$ cat src/hw/rtl/hed_pkg.sv
// Package with the shared types and codes of the HTML entity decoder.
`timescale 1ns / 1ps

package hed_pkg;

  // Parser mode of the current message.
  typedef enum logic [1:0] {
    MODE_TEXT    = 2'd0,
    MODE_ENTITY  = 2'd1,
    MODE_DISCARD = 2'd2
  } mode_t;

  // Recorded error of the current message.
  typedef enum logic [1:0] {
    ERR_NONE        = 2'd0,
    ERR_INVALID     = 2'd1,
    ERR_UNSUPPORTED = 2'd2
  } err_t;

  // Result kinds.
  localparam logic [2:0] KIND_DATA        = 3'd0;
  localparam logic [2:0] KIND_DONE_OK     = 3'd1;
  localparam logic [2:0] KIND_INVALID     = 3'd2;
  localparam logic [2:0] KIND_UNSUPPORTED = 3'd3;
  localparam logic [2:0] KIND_NO_ENTITY   = 3'd4;

  // Characters with a special meaning to the parser.
  localparam logic [7:0] CH_AMP   = 8'h26;
  localparam logic [7:0] CH_SEMI  = 8'h3B;
  localparam logic [7:0] CH_HASH  = 8'h23;
  localparam logic [7:0] CH_LT    = 8'h3C;
  localparam logic [7:0] CH_GT    = 8'h3E;
  localparam logic [7:0] CH_QUOT  = 8'h22;
  localparam logic [7:0] CH_APOS  = 8'h27;

  // Largest code point and the surrogate range.
  localparam logic [24:0] CODE_MAX   = 25'h10FFFF;
  localparam logic [20:0] SURR_FIRST = 21'h00D800;
  localparam logic [20:0] SURR_LAST  = 21'h00DFFF;

  // Bits of the numeric flags.
  localparam int FLAG_NUMERIC = 0;
  localparam int FLAG_HEX     = 1;
  localparam int FLAG_BAD     = 2;

  // One input request.
  typedef struct packed {
    logic [7:0] in_byte;
    logic       in_last;
  } in_t;

  // One result.
  typedef struct packed {
    logic [2:0]  kind;
    logic [7:0]  out_byte;
    logic [15:0] err_offset;
    logic        run_end;
  } out_t;

endpackage

$ cat src/hw/rtl/html_entity_decoder_core.sv
// Top level of the streaming HTML entity decoder with UTF-8 output.
`timescale 1ns / 1ps

// Usage:
// The input channel (in_valid, in_ready, in_data) takes one text byte per
// request, with in_last marking the final byte of a message. The output
// channel (out_valid, out_ready, out_data) gives one result per request:
// data bytes, and one status result after the final byte of a message.
// run_end marks the last result caused by one input byte.
// Each accepted byte is parsed in the cycle of acceptance, and its results
// are loaded into a result buffer; the first result is visible in the next
// cycle. While out_ready is high the buffer drains one result per cycle, so
// a byte with at most one result sustains one byte per cycle. A byte with k
// results (up to four UTF-8 bytes plus the status) holds the input, and the
// next byte is taken in the cycle in which the last of them leaves.
// A byte that gives no result (entity content) still waits while the buffer
// holds results that do not all leave in that cycle.
// When the receiver stalls, the buffered result holds and in_ready drops
// once the buffer cannot be emptied in the same cycle.
// Reset (rst, synchronous) returns the parser to plain text mode, clears the
// byte position and empties the result buffer.
module html_entity_decoder_core #(
  parameter int MAX_ENTITY_SPAN = 12,
  parameter int POSITION_BITS   = 16
) (
  input  logic           clk,
  input  logic           rst,
  input  logic           in_valid,
  output logic           in_ready,
  input  hed_pkg::in_t   in_data,
  output logic           out_valid,
  input  logic           out_ready,
  output hed_pkg::out_t  out_data
);

  localparam int LW = $clog2(MAX_ENTITY_SPAN);
  localparam int PW = POSITION_BITS;
  localparam logic [LW-1:0] LEN_LIMIT = LW'(MAX_ENTITY_SPAN - 1);
  localparam logic [PW-1:0] POS_MAX   = {PW{1'b1}};

  // Message state.
  hed_pkg::mode_t  parse_mode, parse_mode_next;
  logic [LW-1:0]   entity_length, entity_length_next;
  logic [7:0]      name_chars [4];
  logic [7:0]      name_chars_next [4];
  logic [20:0]     code_acc, code_acc_next;
  logic [2:0]      num_flags, num_flags_next;
  logic            any_decoded, any_decoded_next;
  hed_pkg::err_t   pending_error, pending_error_next;
  logic [PW-1:0]   byte_position, byte_position_next;
  logic [PW-1:0]   entity_start, entity_start_next;

  // Result buffer.
  logic            buf_valid;
  logic [7:0]      buf_data [4];
  logic [2:0]      buf_ndata;
  logic            buf_status;
  logic [2:0]      buf_kind;
  logic [15:0]     buf_offset;
  logic [2:0]      buf_idx;

  // Results of the byte being accepted.
  logic [7:0]      res_data [4];
  logic [2:0]      res_ndata;
  logic            res_status;
  logic [2:0]      res_kind;
  logic [15:0]     res_offset;

  logic            in_fire;
  logic            out_fire;
  logic            buf_at_last;
  logic [3:0]      buf_total;

  // Saturate a position to the 16-bit offset field.
  function automatic logic [15:0] sat_offset(input logic [PW-1:0] p);
    logic [PW+15:0] ext;
    ext = {16'd0, p};
    sat_offset = (ext > (PW + 16)'(16'hFFFF)) ? 16'hFFFF : ext[15:0];
  endfunction

  // Handshake: a new byte enters when the buffer is empty or empties now.
  assign buf_total   = {1'b0, buf_ndata} + {3'd0, buf_status};
  assign buf_at_last = ({1'b0, buf_idx} + 4'd1) == buf_total;
  assign out_valid   = buf_valid;
  assign out_fire    = buf_valid && out_ready;
  assign in_ready    = !buf_valid || (out_fire && buf_at_last);
  assign in_fire     = in_valid && in_ready;

  // Parse one byte: next message state and the results it causes.
  always_comb begin
    logic [7:0]      b;
    logic [LW-1:0]   p;
    logic            hex;
    logic            is_dec;
    logic            is_let;
    logic [3:0]      digit;
    logic [24:0]     v;
    logic [20:0]     c;
    logic            is_amp;
    logic            is_lt;
    logic            is_gt;
    logic            is_quot;
    logic            is_apos;
    logic [LW-1:0]   prefix;

    b      = in_data.in_byte;
    p      = entity_length;
    hex    = num_flags[hed_pkg::FLAG_HEX];
    is_dec = (b >= "0") && (b <= "9");
    is_let = hex && (((b >= "a") && (b <= "f")) || ((b >= "A") && (b <= "F")));
    digit  = is_dec ? b[3:0] : (b[3:0] + 4'd9);
    v      = hex ? ({code_acc, 4'd0} + {21'd0, digit})
                 : ({1'b0, code_acc, 3'd0} + {3'd0, code_acc, 1'b0} + {21'd0, digit});
    c      = code_acc;
    is_amp = (p == LW'(3)) && (name_chars[0] == "a") && (name_chars[1] == "m") &&
             (name_chars[2] == "p");
    is_lt  = (p == LW'(2)) && (name_chars[0] == "l") && (name_chars[1] == "t");
    is_gt  = (p == LW'(2)) && (name_chars[0] == "g") && (name_chars[1] == "t");
    is_quot = (p == LW'(4)) && (name_chars[0] == "q") && (name_chars[1] == "u") &&
              (name_chars[2] == "o") && (name_chars[3] == "t");
    is_apos = (p == LW'(4)) && (name_chars[0] == "a") && (name_chars[1] == "p") &&
              (name_chars[2] == "o") && (name_chars[3] == "s");
    prefix = hex ? LW'(2) : LW'(1);

    parse_mode_next    = parse_mode;
    entity_length_next = entity_length;
    for (int i = 0; i < 4; i++) begin
      name_chars_next[i] = name_chars[i];
      res_data[i]        = 8'd0;
    end
    code_acc_next      = code_acc;
    num_flags_next     = num_flags;
    any_decoded_next   = any_decoded;
    pending_error_next = pending_error;
    entity_start_next  = entity_start;
    byte_position_next = (byte_position < POS_MAX) ? (byte_position + PW'(1))
                                                   : byte_position;
    res_ndata  = 3'd0;
    res_status = 1'b0;
    res_kind   = hed_pkg::KIND_DONE_OK;
    res_offset = 16'd0;

    case (parse_mode)
      hed_pkg::MODE_TEXT: begin
        if (b == hed_pkg::CH_AMP) begin
          parse_mode_next    = hed_pkg::MODE_ENTITY;
          entity_start_next  = byte_position;
          entity_length_next = '0;
          for (int i = 0; i < 4; i++) begin
            name_chars_next[i] = 8'd0;
          end
          code_acc_next  = 21'd0;
          num_flags_next = 3'd0;
        end else begin
          res_data[0] = b;
          res_ndata   = 3'd1;
        end
      end
      hed_pkg::MODE_ENTITY: begin
        if (b == hed_pkg::CH_SEMI) begin
          // Close the entity: named forms first, then the numeric form.
          parse_mode_next = hed_pkg::MODE_TEXT;
          if (is_amp || is_lt || is_gt || is_quot || is_apos) begin
            res_data[0] = is_amp ? hed_pkg::CH_AMP :
                          is_lt  ? hed_pkg::CH_LT  :
                          is_gt  ? hed_pkg::CH_GT  :
                          is_quot ? hed_pkg::CH_QUOT : hed_pkg::CH_APOS;
            res_ndata        = 3'd1;
            any_decoded_next = 1'b1;
          end else if ((p != '0) && num_flags[hed_pkg::FLAG_NUMERIC]) begin
            if ((p <= prefix) || num_flags[hed_pkg::FLAG_BAD] || (c == 21'd0) ||
                ((c >= hed_pkg::SURR_FIRST) && (c <= hed_pkg::SURR_LAST))) begin
              pending_error_next = hed_pkg::ERR_INVALID;
              parse_mode_next    = hed_pkg::MODE_DISCARD;
            end else begin
              any_decoded_next = 1'b1;
              // UTF-8 encoding of the code point.
              if (c <= 21'h7F) begin
                res_data[0] = c[7:0];
                res_ndata   = 3'd1;
              end else if (c <= 21'h7FF) begin
                res_data[0] = {3'b110, c[10:6]};
                res_data[1] = {2'b10, c[5:0]};
                res_ndata   = 3'd2;
              end else if (c <= 21'hFFFF) begin
                res_data[0] = {4'b1110, c[15:12]};
                res_data[1] = {2'b10, c[11:6]};
                res_data[2] = {2'b10, c[5:0]};
                res_ndata   = 3'd3;
              end else begin
                res_data[0] = {5'b11110, c[20:18]};
                res_data[1] = {2'b10, c[17:12]};
                res_data[2] = {2'b10, c[11:6]};
                res_data[3] = {2'b10, c[5:0]};
                res_ndata   = 3'd4;
              end
            end
          end else begin
            pending_error_next = hed_pkg::ERR_UNSUPPORTED;
            parse_mode_next    = hed_pkg::MODE_DISCARD;
          end
        end else if (entity_length >= LEN_LIMIT) begin
          pending_error_next = hed_pkg::ERR_INVALID;
          parse_mode_next    = hed_pkg::MODE_DISCARD;
        end else begin
          // Collect one content byte and advance the numeric accumulator.
          if (p < LW'(4)) begin
            name_chars_next[p[1:0]] = b;
          end
          if (p == '0) begin
            if (b == hed_pkg::CH_HASH) begin
              num_flags_next = 3'b001;
            end
          end else if (num_flags[hed_pkg::FLAG_NUMERIC]) begin
            if ((p == LW'(1)) && ((b == "x") || (b == "X"))) begin
              num_flags_next[hed_pkg::FLAG_HEX] = 1'b1;
            end else if (!num_flags[hed_pkg::FLAG_BAD]) begin
              if (!(is_dec || is_let)) begin
                num_flags_next[hed_pkg::FLAG_BAD] = 1'b1;
              end else if (v > hed_pkg::CODE_MAX) begin
                num_flags_next[hed_pkg::FLAG_BAD] = 1'b1;
              end else begin
                code_acc_next = v[20:0];
              end
            end
          end
          entity_length_next = p + LW'(1);
        end
      end
      default: begin
      end
    endcase

    // Final byte: close the message with a status and reset its state.
    if (in_data.in_last) begin
      res_status = 1'b1;
      if (parse_mode_next == hed_pkg::MODE_ENTITY) begin
        pending_error_next = hed_pkg::ERR_INVALID;
      end
      if (pending_error_next != hed_pkg::ERR_NONE) begin
        res_kind   = (pending_error_next == hed_pkg::ERR_INVALID) ?
                     hed_pkg::KIND_INVALID : hed_pkg::KIND_UNSUPPORTED;
        res_offset = sat_offset(entity_start_next);
      end else if (!any_decoded_next) begin
        res_kind = hed_pkg::KIND_NO_ENTITY;
      end else begin
        res_kind = hed_pkg::KIND_DONE_OK;
      end
      parse_mode_next    = hed_pkg::MODE_TEXT;
      entity_length_next = '0;
      for (int i = 0; i < 4; i++) begin
        name_chars_next[i] = 8'd0;
      end
      code_acc_next      = 21'd0;
      num_flags_next     = 3'd0;
      any_decoded_next   = 1'b0;
      pending_error_next = hed_pkg::ERR_NONE;
      byte_position_next = '0;
      entity_start_next  = '0;
    end
  end

  // Message state registers, updated on each accepted request.
  always_ff @(posedge clk) begin
    if (rst) begin
      parse_mode    <= hed_pkg::MODE_TEXT;
      entity_length <= '0;
      for (int i = 0; i < 4; i++) begin
        name_chars[i] <= 8'd0;
      end
      code_acc      <= 21'd0;
      num_flags     <= 3'd0;
      any_decoded   <= 1'b0;
      pending_error <= hed_pkg::ERR_NONE;
      byte_position <= '0;
      entity_start  <= '0;
    end else if (in_fire) begin
      parse_mode    <= parse_mode_next;
      entity_length <= entity_length_next;
      for (int i = 0; i < 4; i++) begin
        name_chars[i] <= name_chars_next[i];
      end
      code_acc      <= code_acc_next;
      num_flags     <= num_flags_next;
      any_decoded   <= any_decoded_next;
      pending_error <= pending_error_next;
      byte_position <= byte_position_next;
      entity_start  <= entity_start_next;
    end
  end

  // Result buffer: load on a request with results, drain one per ready cycle.
  always_ff @(posedge clk) begin
    if (rst) begin
      buf_valid <= 1'b0;
      buf_idx   <= 3'd0;
    end else if (in_fire && ((res_ndata != 3'd0) || res_status)) begin
      buf_valid <= 1'b1;
      buf_idx   <= 3'd0;
    end else if (out_fire) begin
      if (buf_at_last) begin
        buf_valid <= 1'b0;
      end
      buf_idx <= buf_idx + 3'd1;
    end
  end

  // Result buffer payload.
  always_ff @(posedge clk) begin
    if (in_fire) begin
      for (int i = 0; i < 4; i++) begin
        buf_data[i] <= res_data[i];
      end
      buf_ndata  <= res_ndata;
      buf_status <= res_status;
      buf_kind   <= res_kind;
      buf_offset <= res_offset;
    end
  end

  // Output selection: data bytes first, then the status.
  always_comb begin
    out_data = '0;
    if (buf_idx < buf_ndata) begin
      out_data.kind     = hed_pkg::KIND_DATA;
      out_data.out_byte = buf_data[buf_idx[1:0]];
    end else begin
      out_data.kind       = buf_kind;
      out_data.err_offset = buf_offset;
    end
    out_data.run_end = buf_at_last;
  end

endmodule
$ cat config.mk
export PLATFORM = sky130hd
export DESIGN_NAME = html_entity_decoder_core
export DESIGN_NICKNAME = d
export VERILOG_FILES = /design/src/hw/rtl/hed_pkg.sv /design/src/hw/rtl/html_entity_decoder_core.sv
export SDC_FILE = /design/constraint.sdc
export NUM_CORES = 1
export LEC_CHECK = 0
export BUFFER_PORTS_ARGS = -buffer_cell sky130_fd_sc_hd__clkbuf_2
export CELL_PAD_IN_SITES_DETAIL_PLACEMENT = 1
export CELL_PAD_IN_SITES_GLOBAL_PLACEMENT = 1
export CORE_MARGIN = 1
export CORE_UTILIZATION = 35
export DETAILED_ROUTE_END_ITERATION = 10
export GPL_TIMING_DRIVEN = 0
export PLACE_DENSITY = 0.59
export SLEW_MARGIN = 20
export SYNTH_ARGS = -nofsm -noshare
export SYNTH_HDL_FRONTEND = slang
export SYNTH_SLANG_ARGS = --single-unit
export TNS_END_PERCENT = 5
$ cat constraint.sdc
create_clock -name clk -period 6.4 [get_ports clk]
set_input_delay 1.28 -clock clk [delete_from_list [all_inputs] [get_ports clk]]
set_output_delay 1.28 -clock clk [all_outputs]
set_load 0.005 [all_outputs]
; ---- After elaboration in Yosys (flattened, before gate mapping)
; Memories as Yosys holds them, arrays and structs flattened. A register that Yosys moved wholly into a read port is not among the register bits.
; Cells that the tools add are included.
[op_classes]
n_div = 0
n_shift = 0
multipliers = 0
bitwise_logic = 5
muxes = 126
add_sub_neg = 9
reduce_logical = 59
n_eq_ne = 40
n_lt_le_gt_ge = 19
[ops]
columns = op, count
row1 = $mux W32, 8
row2 = $mux W24, 10
row3 = $mux W21, 11
row4 = $mux W16, 8
row5 = $eq A8 B7 Y1 const B, 14
row6 = $mux W8, 10
row7 = $pmux W32 S2, 1
row8 = $add A25 B4 Y25, 2
row9 = $mux W3, 16
row10 = $le A21 B16 Y1 const B, 2
row11 = $mux W2, 21
row12 = $pmux W21 S2, 1
row13 = $ne A3 B3 Y1 const B, 11
row14 = $bwmux W32, 1
row15 = $logic_and A1 B1 Y1, 27
row16 = $add A24 B22 Y25, 1
row17 = $gt A25 B21 Y1 const B, 1
row18 = $mux W25, 1
row19 = $eq A8 B6 Y1 const B, 3
row20 = $mux W1, 24
row21 = $ge A21 B16 Y1 const B, 1
row22 = $le A21 B11 Y1 const B, 1
row23 = $le A21 B7 Y1 const B, 1
row24 = $logic_not A21 Y1, 1
row25 = other kinds (45), 81
[word_totals]
ff_bits = 92
rom_bits = 0
ram_bits = 64
latchBits = 0
mem_count = 2
[mem_list]
columns = memory, words, word_bits, read_ports, rd_clocked_by_memory_dff, write_ports, line_no
row1 = buf_data, 4, 8, 1, 1, 4, html_entity_decoder_core.sv:55  ; logic [7:0] buf_data [4];
row2 = name_chars, 4, 8, 4, 0, 4, html_entity_decoder_core.sv:44  ; logic [7:0] name_chars [4];

; ---- Depth between registers and ports, before layout
; An unclocked memory read counts as a cell.
[logic_depth]
ltp_word = 19
depth_mapped = 21

; ---- Worst setup path before layout
; No wires, ideal clock.
[synth_timing]
path_kind = input port to flip-flop
startpoint = in in_data[1] (netlist name)
endpoint = reg code_acc[1]
required_time_ps = 6328
t_arrival_ps = 5186
cell_stages = 20
slack_ps = 1142
cell_sequence = inv_1 ha_1 nor2_1 o211ai_1 nand3_1 nand2_1 xnor2_1 fa_1 inv_1 fa_1 nor2b_4 o2111ai_1 nand2_2 a311oi_4 xnor2_1 mux2_4 o41a_4 o21bai_4 buf_12 mux2i_1
[synth_via]
elab_chain_len = 15
elab_cells_between_ends = 40
[synth_lines]
columns = element, line_no
row1 = start: declaration, html_entity_decoder_core.sv:30  ; input hed_pkg::in_t in_data,
row2 = branches (longest 15 deep; another with $add A25 B4 Y25), -
row3 = end signal: assignment, html_entity_decoder_core.sv:283  ; code_acc <= code_acc_next;
row4 = end: declaration, html_entity_decoder_core.sv:46  ; logic [20:0] code_acc, code_acc_next;
; Several ways; the timed one is not identified. The select of a mux whose other input is x is not followed.
; A chain may end at the register's enable or synchronous reset.

; ---- Final worst setup path
[layout_timing]
startpoint = in in_data[2] (netlist name)
endpoint = reg code_acc[6]
; The elaborated chain is that of the path after synthesis.

==> impl_metrics.json <==
{
  "cts_root_buffer": "clkbuf_16",
  "cp_max_fo": 10,
  "outcome": "finished clean",
  "post-cts-setup-buffer-count": 0,
  "skew_ns": 0.0166,
  "drt-met1-wl_um": 14000,
  "worst_pin_slew_ns": 1.18,
  "cpMostUsedCell": "ha_1",
  "diodes": 0,
  "drive_gt1_share_pct": 10.1,
  "intPower_mw": 1.67,
  "syn_to_final_growth_pct": 13.3,
  "io_pins": 43,
  "yosysWarnings": 0,
  "htreeDepth": 4,
  "cts_tree": "done",
  "synth_area_mm2": 0.00967,
  "cts_hold_buf": 0,
  "max-vdd-ir-drop_mv": 0.174,
  "setup_viol": 0,
  "fp.dieArea_mm2": 0.0283,
  "p_comb_share_pct": 7.1,
  "rsz0062_at_grt": "false",
  "netSwitchingFraction_pct": 26.6,
  "fp.dieW_um": 168,
  "synth-edff-count": 84,
  "core_region_area_mm2": 0.0270,
  "wl_per_cell_um": 19.9,
  "syn-num-nets": 1103,
  "cp-start-kind": "primary input",
  "cpPeakStageDelay_ns": 0.45,
  "cts_resized": 0,
  "maxSlewViolCount": 0,
  "power_density_mw_per_mm2": 207,
  "place_ws_ns": -0.262,
  "rows": 60,
  "min_period_over_period_pct": 93.7,
  "grt_max_degree": 57,
  "initial_core_util_pct": 35.8,
  "cp.buffers_inverters": 4,
  "drt-vias-per-instance": 5.48,
  "clock_path_buffers": 2,
  "setup_ws_ns": 0.400,
  "ys.flop_type": "edfxtp_1",
  "avgSynthCellArea_um2": 9.39,
  "drt-initial-drc-count": 432,
  "fin_tns_setup_ns": 0,
  "critPathKind": "primary input to flop",
  "antenna_found_initial": 0,
  "final_common_cell": "nor2_1",
  "crit_required_ns": 6.76,
  "gp_congestion": 0.811,
  "grt_pass1_vias": 8120,
  "cts.clk_slew.worst_paths_ns": 0.07,
  "cp_slowest_cell": "xnor2_1",
  "crit_arrival_ns": 6.36,
  "dp_hpwl_um": 21800,
  "worstPathCellList": "clkbuf_2, inv_1, ha_1, nor2_1, o211ai_1, nand3_1, nand2_1, xnor2_1, ha_1, ha_1, inv_1, fa_1, nor2b_4, o2111ai_1, nand2_2, a311oi_4, a211oi_1, nor3b_1, o2111ai_1, o21bai_4, buf_12, mux2i_1",
  "slew_headroom_pct": 20.5,
  "hp-class": "flop to flop",
  "grt_pass1_wl_um": 46500,
  "p_leak_nw": 4.32,
  "max_freq_ghz": 0.167,
  "yosys-top-cells-area": "edfxtp_1 (26%), dfxtp_1 (15%), ha_1 (7.5%), mux2i_1 (7.1%), nor2_1 (5.4%)",
  "clk_latency_ns": 0.44,
  "crit_family": "compound AO/OA/AOI/OAI gates",
  "final_nets": 1164,
  "top_layer": "met4",
  "crit_path_end_kind": "flop",
  "route.met2.wl_um": 13300,
  "period_needed_ns": 6.00,
  "synth_cells": 1030,
  "n_fill_cell": 3134,
  "maxCapViolCount": 0,
  "async_reset_ff_share_pct": 0,
  "cts_buffers": 17,
  "seq_area_frac_synth_pct": 40.8,
  "firstDrtPassIters": 5,
  "synth-seq-cells": 155,
  "hold_violations": 0,
  "synth_top_area_cell": "edfxtp_1",
  "wl_met3_um": 874,
  "routed_wl_um": 28800,
  "cts.sink_count": 155,
  "netSwitchingPower_mw": 0.604,
  "dieHeight_um": 168,
  "synth.distinct_cells": 77,
  "via_count": 7923,
  "power_frac_seq_pct": 48.5,
  "ant_nets": 0,
  "grt_use_total_pct": 21.2,
  "drc": 0,
  "grt.overflow.total": 0,
  "layout_common_cells": "nor2_1 (139), nand2_1 (101), edfxtp_1 (84)",
  "port_buffers": 41,
  "yosysTopAreaCellShare_pct": 26.1,
  "pwr-share-clk_pct": 44.4
}
[stage by stage]
| stage | power [mW] | util (%) | hold slack (ns) | instance area (um2) | std cells |
|---|---|---|---|---|---|
| 6_report | 2.27 | 40.5 | 0.479 | 11000 | 1445 |
| 5_1_grt | 2.36 | 40.5 | 0.501 | 11000 | 1445 |
| 4_1_cts | 2.30 | 40.5 | 0.487 | 10900 | 1445 |
| 3_5_place_dp | 1.29 | 38.3 | 0.458 | 10300 | 1413 |
| 3_3_place_gp | 1.28 | 38.1 | 0.434 | 10300 | 1412 |
| 2_1_floorplan | 1.22 | - | 0.425 | 9670 | 1030 |
[cells by family after synthesis]
group,share of synthesized area (%)
compound gates,13.9
xor+xnor,3.62
fa+ha+maj,7.92
buf+inv,3.22
flops,40.8
mux,8.92
simple gates,21.7
[layout make-up]
| type | count | area (um2) | share of cell area [%] |
|---|---|---|---|
| Sequential cell | 155 | 3940 | 36.0 |
| Inverter | 24 | 92.6 | 0.845 |
| Clock buffer | 17 | 425 | 3.88 |
| Multi-Input combinational cell | 799 | 5440 | 49.7 |
| Tap cell | 341 | 427 | 3.89 |
| Buffer | 52 | 221 | 2.02 |
| Clock inverter | 15 | 174 | 1.59 |
| Timing Repair Buffer | 42 | 233 | 2.12 |
[registers in the layout (all words and copies together), names as in the netlist, named ones only]
name / flops
code_acc: 21
buf_idx: 3
parse_mode: 2
buf_status: 1
buf_data: 29
entity_start: 16
out_valid: 1
name_chars: 32
buf_kind: 3
entity_length: 4
any_decoded: 1
pending_error: 2
num_flags: 3
byte_position: 16
buf_ndata: 3
buf_offset: 16
[synth_stat cells (6+ instances only)]
cell      count
a211oi_1     12
xor2_1       23
mux4_2        7
nor2_1      140
nor3_1       25
a21oi_1      61
a22o_1       27
edfxtp_1     84
xnor2_1      17
nand2_1     101
o21a_1        6
or3_1         6
mux2i_1      69
a31oi_1       6
o21ai_0      29
dfxtp_1      71
clkbuf_1     42
and2_1       30
inv_1        21
nand2b_1     12
nor2b_1      16
a21o_1       17
nand4_1      17
nand3_1      26
ha_1         58
nor4_1       11
[power by group through the flow]
| stage | Clock [mW] | Sequential [mW] | Combinational (mW) |
|---|---|---|---|
| final | 1.01 | 1.10 | 0.161 |
| after global routing | 1.08 | 1.11 | 0.179 |
| after CTS | 1.03 | 1.10 | 0.164 |
| after detailed placement | 0 | 1.13 | 0.163 |
| after global placement | 0 | 1.13 | 0.156 |
| after floorplan | 0 | 1.12 | 0.0999 |
[worst reg2reg max path: cells and delay by family, from the launching register on]
family | cells | cell delay, ns
adder cells (fa/ha/maj) | 2 | 0.53
multiplexers | 1 | 0.20
buffers and inverters | 2 | 0.81
flip-flops | 1 | 0.40
AND/OR/NAND/NOR | 3 | 0.88
AO/OA/AOI/OAI | 4 | 1.51
XOR/XNOR | 1 | 0.14
[worst paths after layout]
| path | start | to | slack [ns] | cells past startpoint |
|---|---|---|---|---|
| min reg2reg | any_decoded | any_decoded | 0.48 | 2 |
| max | in_data[2] | code_acc[6] | 0.40 | 22 |
| max reg2reg | buf_ndata[0] | code_acc[6] | 1.88 | 13 |
| min | any_decoded | any_decoded | 0.48 | 2 |
[routing by layer]
metal | up-vias | global-route usage, %
met1 | 3910 | 28.8
li1 | 3873 | -
met2 | 110 | 34.5
met3 | 30 | 3.60
met4 | 0 | 6.25
met5 | - | 0
No activity file was read; power rests on OpenSTA's default activity.
